$ cat src/rtl/lcc_pkg.sv
// Package for the Luhn card number classifier.
// Holds the digit types, the chain geometry and the card kind codes.
// Used by lcc_cell, lcc_judge and luhn_card_number_classifier.
`timescale 1ns / 1ps

package lcc_pkg;

	localparam int IN_WIDTH    = 63;
	localparam int NUM_CELLS   = 19;
	localparam int STEPS       = 3;
	localparam int CONV_CYCLES = IN_WIDTH / STEPS;
	localparam int NUM_GROUPS  = 4;
	localparam int GROUP_SIZE  = 5;
	localparam int CNT_WIDTH   = 5;

	typedef logic [3:0] digit_t;
	typedef digit_t [NUM_CELLS-1:0] digit_row_t;
	typedef logic [STEPS-1:0] step_bits_t;

	typedef enum logic [1:0] {
		KIND_NONE      = 2'd0,
		KIND_PREFIX_3X = 2'd1,
		KIND_PREFIX_5X = 2'd2,
		KIND_LEAD_4    = 2'd3
	} kind_t;

	typedef struct packed {
		kind_t                card_kind;
		logic                 luhn_ok;
		logic [CNT_WIDTH-1:0] digit_count;
	} result_t;

endpackage

$ cat src/rtl/lcc_cell.sv
// One decimal digit cell of the binary to BCD shift chain.
// Takes STEPS binary bits a cycle, while en is high, from its lower neighbor and hands its carries up.
// Depends on lcc_pkg.
`timescale 1ns / 1ps

module lcc_cell (
	input  logic                clk,
	input  logic                arst_n,
	input  logic                clr,
	input  logic                en,
	input  lcc_pkg::step_bits_t shift_in,
	output lcc_pkg::step_bits_t shift_out,
	output lcc_pkg::digit_t     digit
);

	lcc_pkg::digit_t digit_q;
	lcc_pkg::digit_t digit_next;

	always_comb begin
		lcc_pkg::digit_t v;
		v = digit_q;
		shift_out = '0;
		for (int k = 0; k < lcc_pkg::STEPS; k++) begin
			if (v >= 4'd5) begin
				v = v + 4'd3;
			end
			shift_out[k] = v[3];
			v = {v[2:0], shift_in[k]};
		end
		digit_next = v;
	end

	always_ff @(posedge clk or negedge arst_n) begin
		if (!arst_n) begin
			digit_q <= '0;
		end else if (clr) begin
			digit_q <= '0;
		end else if (en) begin
			digit_q <= digit_next;
		end
	end

	assign digit = digit_q;

endmodule

$ cat src/rtl/lcc_judge.sv
// Luhn sum, digit count, leading digits and kind decision for a finished digit row.
// One registered stage of group sums and prefix digits, then the final decision.
// Depends on lcc_pkg.
`timescale 1ns / 1ps

module lcc_judge #(
	parameter int MAX_DIGITS = 19
) (
	input  logic                clk,
	input  logic                load,
	input  lcc_pkg::digit_row_t digits,
	output lcc_pkg::result_t    result
);

	logic [5:0] grp_s1 [lcc_pkg::NUM_GROUPS];
	logic [lcc_pkg::CNT_WIDTH-1:0] cnt_s1;
	lcc_pkg::digit_t hi_s1;
	lcc_pkg::digit_t lo_s1;

	logic [5:0] grp_d [lcc_pkg::NUM_GROUPS];
	logic [lcc_pkg::CNT_WIDTH-1:0] cnt_d;
	lcc_pkg::digit_t hi_d;
	lcc_pkg::digit_t lo_d;

	always_comb begin
		lcc_pkg::digit_t c;
		int idx;
		for (int g = 0; g < lcc_pkg::NUM_GROUPS; g++) begin
			grp_d[g] = '0;
			for (int j = 0; j < lcc_pkg::GROUP_SIZE; j++) begin
				idx = g * lcc_pkg::GROUP_SIZE + j;
				if (idx < lcc_pkg::NUM_CELLS) begin
					c = digits[idx];
					if ((idx % 2) == 1) begin
						c = (c < 4'd5) ? 4'(c << 1) : 4'((c << 1) - 4'd9);
					end
					grp_d[g] = grp_d[g] + 6'(c);
				end
			end
		end
	end

	always_comb begin
		cnt_d = '0;
		hi_d  = '0;
		lo_d  = '0;
		for (int i = 0; i < lcc_pkg::NUM_CELLS; i++) begin
			if (digits[i] != '0) begin
				cnt_d = lcc_pkg::CNT_WIDTH'(i + 1);
				hi_d  = digits[i];
				lo_d  = (i > 0) ? digits[(i > 0) ? i - 1 : 0] : '0;
			end
		end
	end

	always_ff @(posedge clk) begin
		if (load) begin
			grp_s1 <= grp_d;
			cnt_s1 <= cnt_d;
			hi_s1  <= hi_d;
			lo_s1  <= lo_d;
		end
	end

	logic [7:0]  sum;
	logic [15:0] prod;
	logic [4:0]  quot;
	logic        mod_ok;
	logic        over;
	logic        ok;

	always_comb begin
		sum = 8'(grp_s1[0]) + 8'(grp_s1[1]) + 8'(grp_s1[2]) + 8'(grp_s1[3]);
		prod = 16'(sum) * 16'd205;
		quot = prod[15:11];
		mod_ok = (sum == 8'(quot * 8'd10));
		over = (cnt_s1 > lcc_pkg::CNT_WIDTH'(MAX_DIGITS));
		ok = mod_ok && !over;

		result.luhn_ok = ok;
		result.digit_count = over ? lcc_pkg::CNT_WIDTH'(MAX_DIGITS) : cnt_s1;
		result.card_kind = lcc_pkg::KIND_NONE;
		if (ok) begin
			if (cnt_s1 == 5'd15 && hi_s1 == 4'd3 && (lo_s1 == 4'd4 || lo_s1 == 4'd7)) begin
				result.card_kind = lcc_pkg::KIND_PREFIX_3X;
			end else if (cnt_s1 == 5'd16 && hi_s1 == 4'd5 && lo_s1 >= 4'd1
					&& lo_s1 <= 4'd5) begin
				result.card_kind = lcc_pkg::KIND_PREFIX_5X;
			end else if ((cnt_s1 == 5'd13 || cnt_s1 == 5'd16) && hi_s1 == 4'd4) begin
				result.card_kind = lcc_pkg::KIND_LEAD_4;
			end
		end
	end

endmodule

$ cat src/rtl/luhn_card_number_classifier.sv
// Top level of the Luhn card number classifier.
// Feeds the card number MSB first into a chain of lcc_cell digit cells, then lcc_judge.
// Depends on lcc_pkg, lcc_cell and lcc_judge.
//
// Channel  Dir  Beat contents
// s_axis   in   tdata[62:0] pan
// m_axis   out  tdata[1:0] card_kind, [2] luhn_ok, [7:3] digit_count
//
// An item passes from its input beat to its result beat through the BCD cell chain at
// three bits a cycle, then one judge register stage, then the output register, which
// offers the result beat.
// Reset clears the control state and the output valid; no clearing pass is needed.
// A new card is taken once the previous one has reached the output register, and a
// stalled result holds the block only at its final step.
`timescale 1ns / 1ps

module luhn_card_number_classifier #(
	parameter int MAX_DIGITS = 19
) (
	input  logic        clk,
	input  logic        arst_n,
	input  logic        s_axis_tvalid,
	output logic        s_axis_tready,
	input  logic [63:0] s_axis_tdata,  // [62:0] pan, [63] zero fill
	output logic        m_axis_tvalid,
	input  logic        m_axis_tready,
	output logic [7:0]  m_axis_tdata   // [1:0] card_kind, [2] luhn_ok, [7:3] digit_count
);

	typedef enum logic [3:0] {
		ST_IDLE  = 4'b0001,
		ST_CONV  = 4'b0010,
		ST_JUDGE = 4'b0100,
		ST_DONE  = 4'b1000
	} state_t;

	state_t state_q;
	logic [lcc_pkg::IN_WIDTH-1:0] bits_q;
	logic [4:0] step_q;
	logic m_valid_q;
	lcc_pkg::result_t out_q;

	logic in_beat;
	logic out_load;
	logic conv_en;
	lcc_pkg::step_bits_t chain [lcc_pkg::NUM_CELLS+1];
	lcc_pkg::digit_row_t digits;
	lcc_pkg::result_t result;

	assign in_beat = s_axis_tvalid && s_axis_tready;
	assign out_load = (state_q == ST_DONE) && (!m_valid_q || m_axis_tready);
	assign conv_en = (state_q == ST_CONV);

	always_comb begin
		for (int k = 0; k < lcc_pkg::STEPS; k++) begin
			chain[0][k] = bits_q[lcc_pkg::IN_WIDTH-1-k];
		end
	end

	for (genvar i = 0; i < lcc_pkg::NUM_CELLS; i++) begin : g_cell
		lcc_cell u_cell (
			.clk       (clk),
			.arst_n    (arst_n),
			.clr       (in_beat),
			.en        (conv_en),
			.shift_in  (chain[i]),
			.shift_out (chain[i+1]),
			.digit     (digits[i])
		);
	end

	lcc_judge #(
		.MAX_DIGITS (MAX_DIGITS)
	) u_judge (
		.clk    (clk),
		.load   (state_q == ST_JUDGE),
		.digits (digits),
		.result (result)
	);

	always_ff @(posedge clk or negedge arst_n) begin
		if (!arst_n) begin
			state_q <= ST_IDLE;
			step_q <= '0;
			m_valid_q <= 1'b0;
		end else begin
			case (state_q)
				ST_IDLE: begin
					if (in_beat) begin
						state_q <= ST_CONV;
						step_q <= '0;
					end
				end
				ST_CONV: begin
					step_q <= step_q + 5'd1;
					if (step_q == 5'(lcc_pkg::CONV_CYCLES - 1)) begin
						state_q <= ST_JUDGE;
					end
				end
				ST_JUDGE: begin
					state_q <= ST_DONE;
				end
				ST_DONE: begin
					if (out_load) begin
						state_q <= ST_IDLE;
					end
				end
				default: begin
					state_q <= ST_IDLE;
				end
			endcase
			if (out_load) begin
				m_valid_q <= 1'b1;
			end else if (m_axis_tready) begin
				m_valid_q <= 1'b0;
			end
		end
	end

	always_ff @(posedge clk) begin
		if (in_beat) begin
			bits_q <= s_axis_tdata[lcc_pkg::IN_WIDTH-1:0];
		end else if (conv_en) begin
			bits_q <= {bits_q[lcc_pkg::IN_WIDTH-1-lcc_pkg::STEPS:0], lcc_pkg::STEPS'(0)};
		end
		if (out_load) begin
			out_q <= result;
		end
	end

	assign s_axis_tready = (state_q == ST_IDLE);
	assign m_axis_tvalid = m_valid_q;
	assign m_axis_tdata = {out_q.digit_count, out_q.luhn_ok, out_q.card_kind};

endmodule
$ cat config.mk
export PLATFORM = sky130hd
export DESIGN_NAME = luhn_card_number_classifier
export DESIGN_NICKNAME = d
export VERILOG_FILES = /design/src/rtl/lcc_pkg.sv /design/src/rtl/lcc_cell.sv /design/src/rtl/lcc_judge.sv /design/src/rtl/luhn_card_number_classifier.sv
export SDC_FILE = /design/constraint.sdc
export NUM_CORES = 1
export LEC_CHECK = 0
export BUFFER_PORTS_ARGS = -buffer_cell sky130_fd_sc_hd__clkbuf_2
export CORE_ASPECT_RATIO = 1.5
export CORE_MARGIN = 2
export CORE_UTILIZATION = 60
export DETAILED_ROUTE_END_ITERATION = 8
export PLACE_DENSITY = 0.84
export SETUP_SLACK_MARGIN = 0.1
export SLEW_MARGIN = 20
export SYNTH_ARGS = -nofsm -noshare
export SYNTH_HDL_FRONTEND = slang
export SYNTH_SLANG_ARGS = --single-unit
$ cat constraint.sdc
create_clock -name clk -period 16.8 [get_ports clk]
set_clock_uncertainty 0.1 [all_clocks]
set_input_delay 1.68 -clock clk [delete_from_list [all_inputs] [get_ports clk]]
set_output_delay 1.68 -clock clk [all_outputs]
set_load 0.02 [all_outputs]
==> flow_summary.json <==
{
  "status": "finished clean",
  "post_cts_buffers": 0,
  "clockBufferDepth": 2,
  "yosys.area.top_type": "edfxtp_1",
  "cts_max_level": 4,
  "wl_mm": 48.50,
  "gr-total-overflow": 0,
  "ys_seq_area_share_pct": 27.55,
  "yosys.area.top_type_share_pct": 16.55,
  "path_clk_slew_ns": 0.09,
  "instances_no_fill": 2726,
  "grt_max_degree": 67,
  "hold_path.class": "reg -> reg",
  "die_h_um": 225.3,
  "final_hold_viol_count": 0,
  "setup_viol": 0,
  "crit_path_max_incr_delay_ns": 0.54,
  "grt_pass1_wl_mm": 79.30,
  "routed_via_density": 6.165,
  "io_buffer_count": 76,
  "worstSetupEndpointType": "flop",
  "dieArea_um2": 34140,
  "die_x_um": 151.5,
  "final_nets": 2632,
  "cts_inserted_buffers": 17,
  "num_io_pins": 78,
  "cp.required_ns": 17.01,
  "hpwlAfterDp_mm": 37.45,
  "coreArea_um2": 32430,
  "drive_above_1_share_pct": 9.044,
  "relSlewSlack_pct": 34.40,
  "drcViolationCount": 0,
  "grt_setup_unrepaired": "no",
  "grt_use_total_pct": 29.06,
  "synth_edf_count": 108,
  "netlist_instances": 2265,
  "numClockSinks": 194,
  "n_antenna_cell": 0,
  "drt_first_iter_violations": 1139,
  "dp.cells": 2693,
  "synth_async_sr_flop_share_pct": 44.33,
  "min_period_ns": 8.809,
  "rows": 81,
  "vias": 16810,
  "place.gp.congestion": 0.9947,
  "antenna_found_initial": 0,
  "start_util_pct": 60.41,
  "cts_tree": "built",
  "synth.distinct_cells": 96,
  "n_fill_cell": 2652,
  "ctsHoldBuffers": 0,
  "worst_pin_slew_ns": 0.9764,
  "avgSynthCellArea_um2": 8.650,
  "fin_crit_sh_pct": 52.43,
  "cap_viol_max_count": 0,
  "yosys_warnings": 0,
  "area_growth_pct": 6.795,
  "synthTopCellsByArea": "edfxtp_1 (17%), ha_1 (14%), dfrtp_1 (11%)",
  "mappedNetlistArea_um2": 19590,
  "fin_ws_ns": 7.991,
  "route.antenna.remaining_nets": 0,
  "ys_seq_elements": 194,
  "crit_path_top_delay_cell": "fa_1",
  "fmax_mhz": 113.5,
  "wl_per_cell_um": 17.79,
  "synthFlopType": "edfxtp_1",
  "pre_cts_slack_ns": 7.971,
  "drt_first_pass_iters": 5,
  "insertion_delay_ns": 0.48,
  "cts-resized-gates": 0,
  "cp.arrival_ns": 9.02,
  "first_global_vias": 17100,
  "setup_tns_ns": 0,
  "critical_path.startpoint_type": "flop",
  "cts_root_buf": "clkbuf_16",
  "critical_path_class": "reg -> reg",
  "syn-num-nets": 2599,
  "cp_max_fo": 5,
  "drv_slew": 0
}
[placed cells by master, fill, tap and decap left out, drive strengths merged, types with 28 or more instances in the layout]
| master | n |
|---|---|
| inv | 316 |
| nand2 | 286 |
| ha | 214 |
| a21oi | 121 |
| o21ai | 119 |
| edfxtp | 108 |
| nor2 | 99 |
| clkbuf | 92 |
| dfrtp | 85 |
| xnor2 | 82 |
| mux2i | 78 |
| nand3 | 57 |
| nand2b | 57 |
| fa | 52 |
| o211ai | 51 |
| o22ai | 51 |
| o21a | 39 |
| nor3 | 39 |
| nor2b | 36 |
| a21o | 32 |
| nor3b | 28 |
[layer usage]
metal  GRT usage (%)  vias to the layer above  routed length [um]
li1                -                     8014                   -
met1           30.69                     8019               17630
met2           53.39                      578               25350
met3           4.211                      196                2480
met4           17.95                        0                3039
met5               0                        -                   0
[kinds of logic after synthesis]
kind of cell	after synthesis	share of synthesized area [%]
AOI/OAI and AO/OA	560	19.24
xor gates and xnor gates	102	4.777
adders and majority gates	266	18.98
buffers and inverters	372	7.421
DFF	194	27.55
muxes	89	4.815
and+or+nand+nor	682	17.22
[state kept, by name, summed over array words and instances (netlist names)]
signal,cells
m_axis_tdata,8
state_q,4
m_axis_tvalid,1
g_cell.u_cell.digit,76
u_judge.grp_s1,24
step_q,5
u_judge.cnt_s1,5
u_judge.lo_s1,4
bits_q,63
u_judge.hi_s1,4
[worst max-delay path, delay by kind of cell, from the launching register on]
kind	cells	cell delay (ns)
compound gates	7	1.22
xor+xnor	4	0.63
fa+ha+maj	12	4.45
buf+inv	3	0.17
flops	1	0.39
simple gates	7	1.68
[area by class of cell]
class                      instances  area, um^2  share of cell area [%]
clock buffer                      17       425.4                   2.033
clock inverter                    15       226.5                   1.082
inverter                         302        1136                   5.430
multi-input combinational       1699       12760                   60.97
sequential                       194        5396                   25.79
tap                              415       519.2                   2.482
timing repair buffer              84       462.9                   2.213
[worst paths after layout]
path | start | endpoint | slack, ns | cells after the start
max reg2reg | u_judge.grp_s1[12] | m_axis_tdata[1] | 7.99 | 33
min in group asynchronous | arst_n | g_cell[3].u_cell.digit[2] | 1.14 | 1
min reg2reg | bits_q[60] | g_cell[0].u_cell.digit[0] | 0.43 | 2
max in group asynchronous | arst_n | g_cell[7].u_cell.digit[1] | 14.38 | 2
min | bits_q[60] | g_cell[0].u_cell.digit[0] | 0.43 | 2
max | u_judge.grp_s1[12] | m_axis_tdata[1] | 7.99 | 33
[metrics by stage]
stage	area [um^2]	hold WS, ns	utilization (%)
5_1_grt	20920	0.4515	64.51
4_1_cts	20900	0.4291	64.43
6_report	20920	0.4270	64.51
3_5_place_dp	20240	0.4003	62.42
3_3_place_gp	20240	0.3931	62.42
2_1_floorplan	19590	0.3812	-
[synthesized netlist by cell type (8+ instances only)]
cell type  instances
dfrtp_1           85
a21oi_1          114
fa_1              52
and3_1            14
a21o_1            32
clkbuf_1          41
nor2b_1           36
o21ai_0           95
o21bai_1           8
o21a_1            38
xor2_1            18
buf_2             21
a22oi_1           10
a211oi_1          14
nand3_1           57
mux2i_1           70
o21ai_1           22
inv_2             21
nor3b_1           21
o211a_1           13
a31oi_1            8
mux2_2            11
o211ai_1          50
nand2b_1          56
o221ai_1          14
a221oi_1           8
inv_1            281
nand2_1          286
edfxtp_1         108
o311ai_1          10
ha_1             214
nor2_1            98
o2111ai_1         15
nor3_1            37
xnor2_1           80
and2_1             9
o22ai_1           50
nor4_1             8
Power is left out: the tool's default activity adds up to more than one toggle a clock period on the data nets, which glitch-free logic cannot reach.
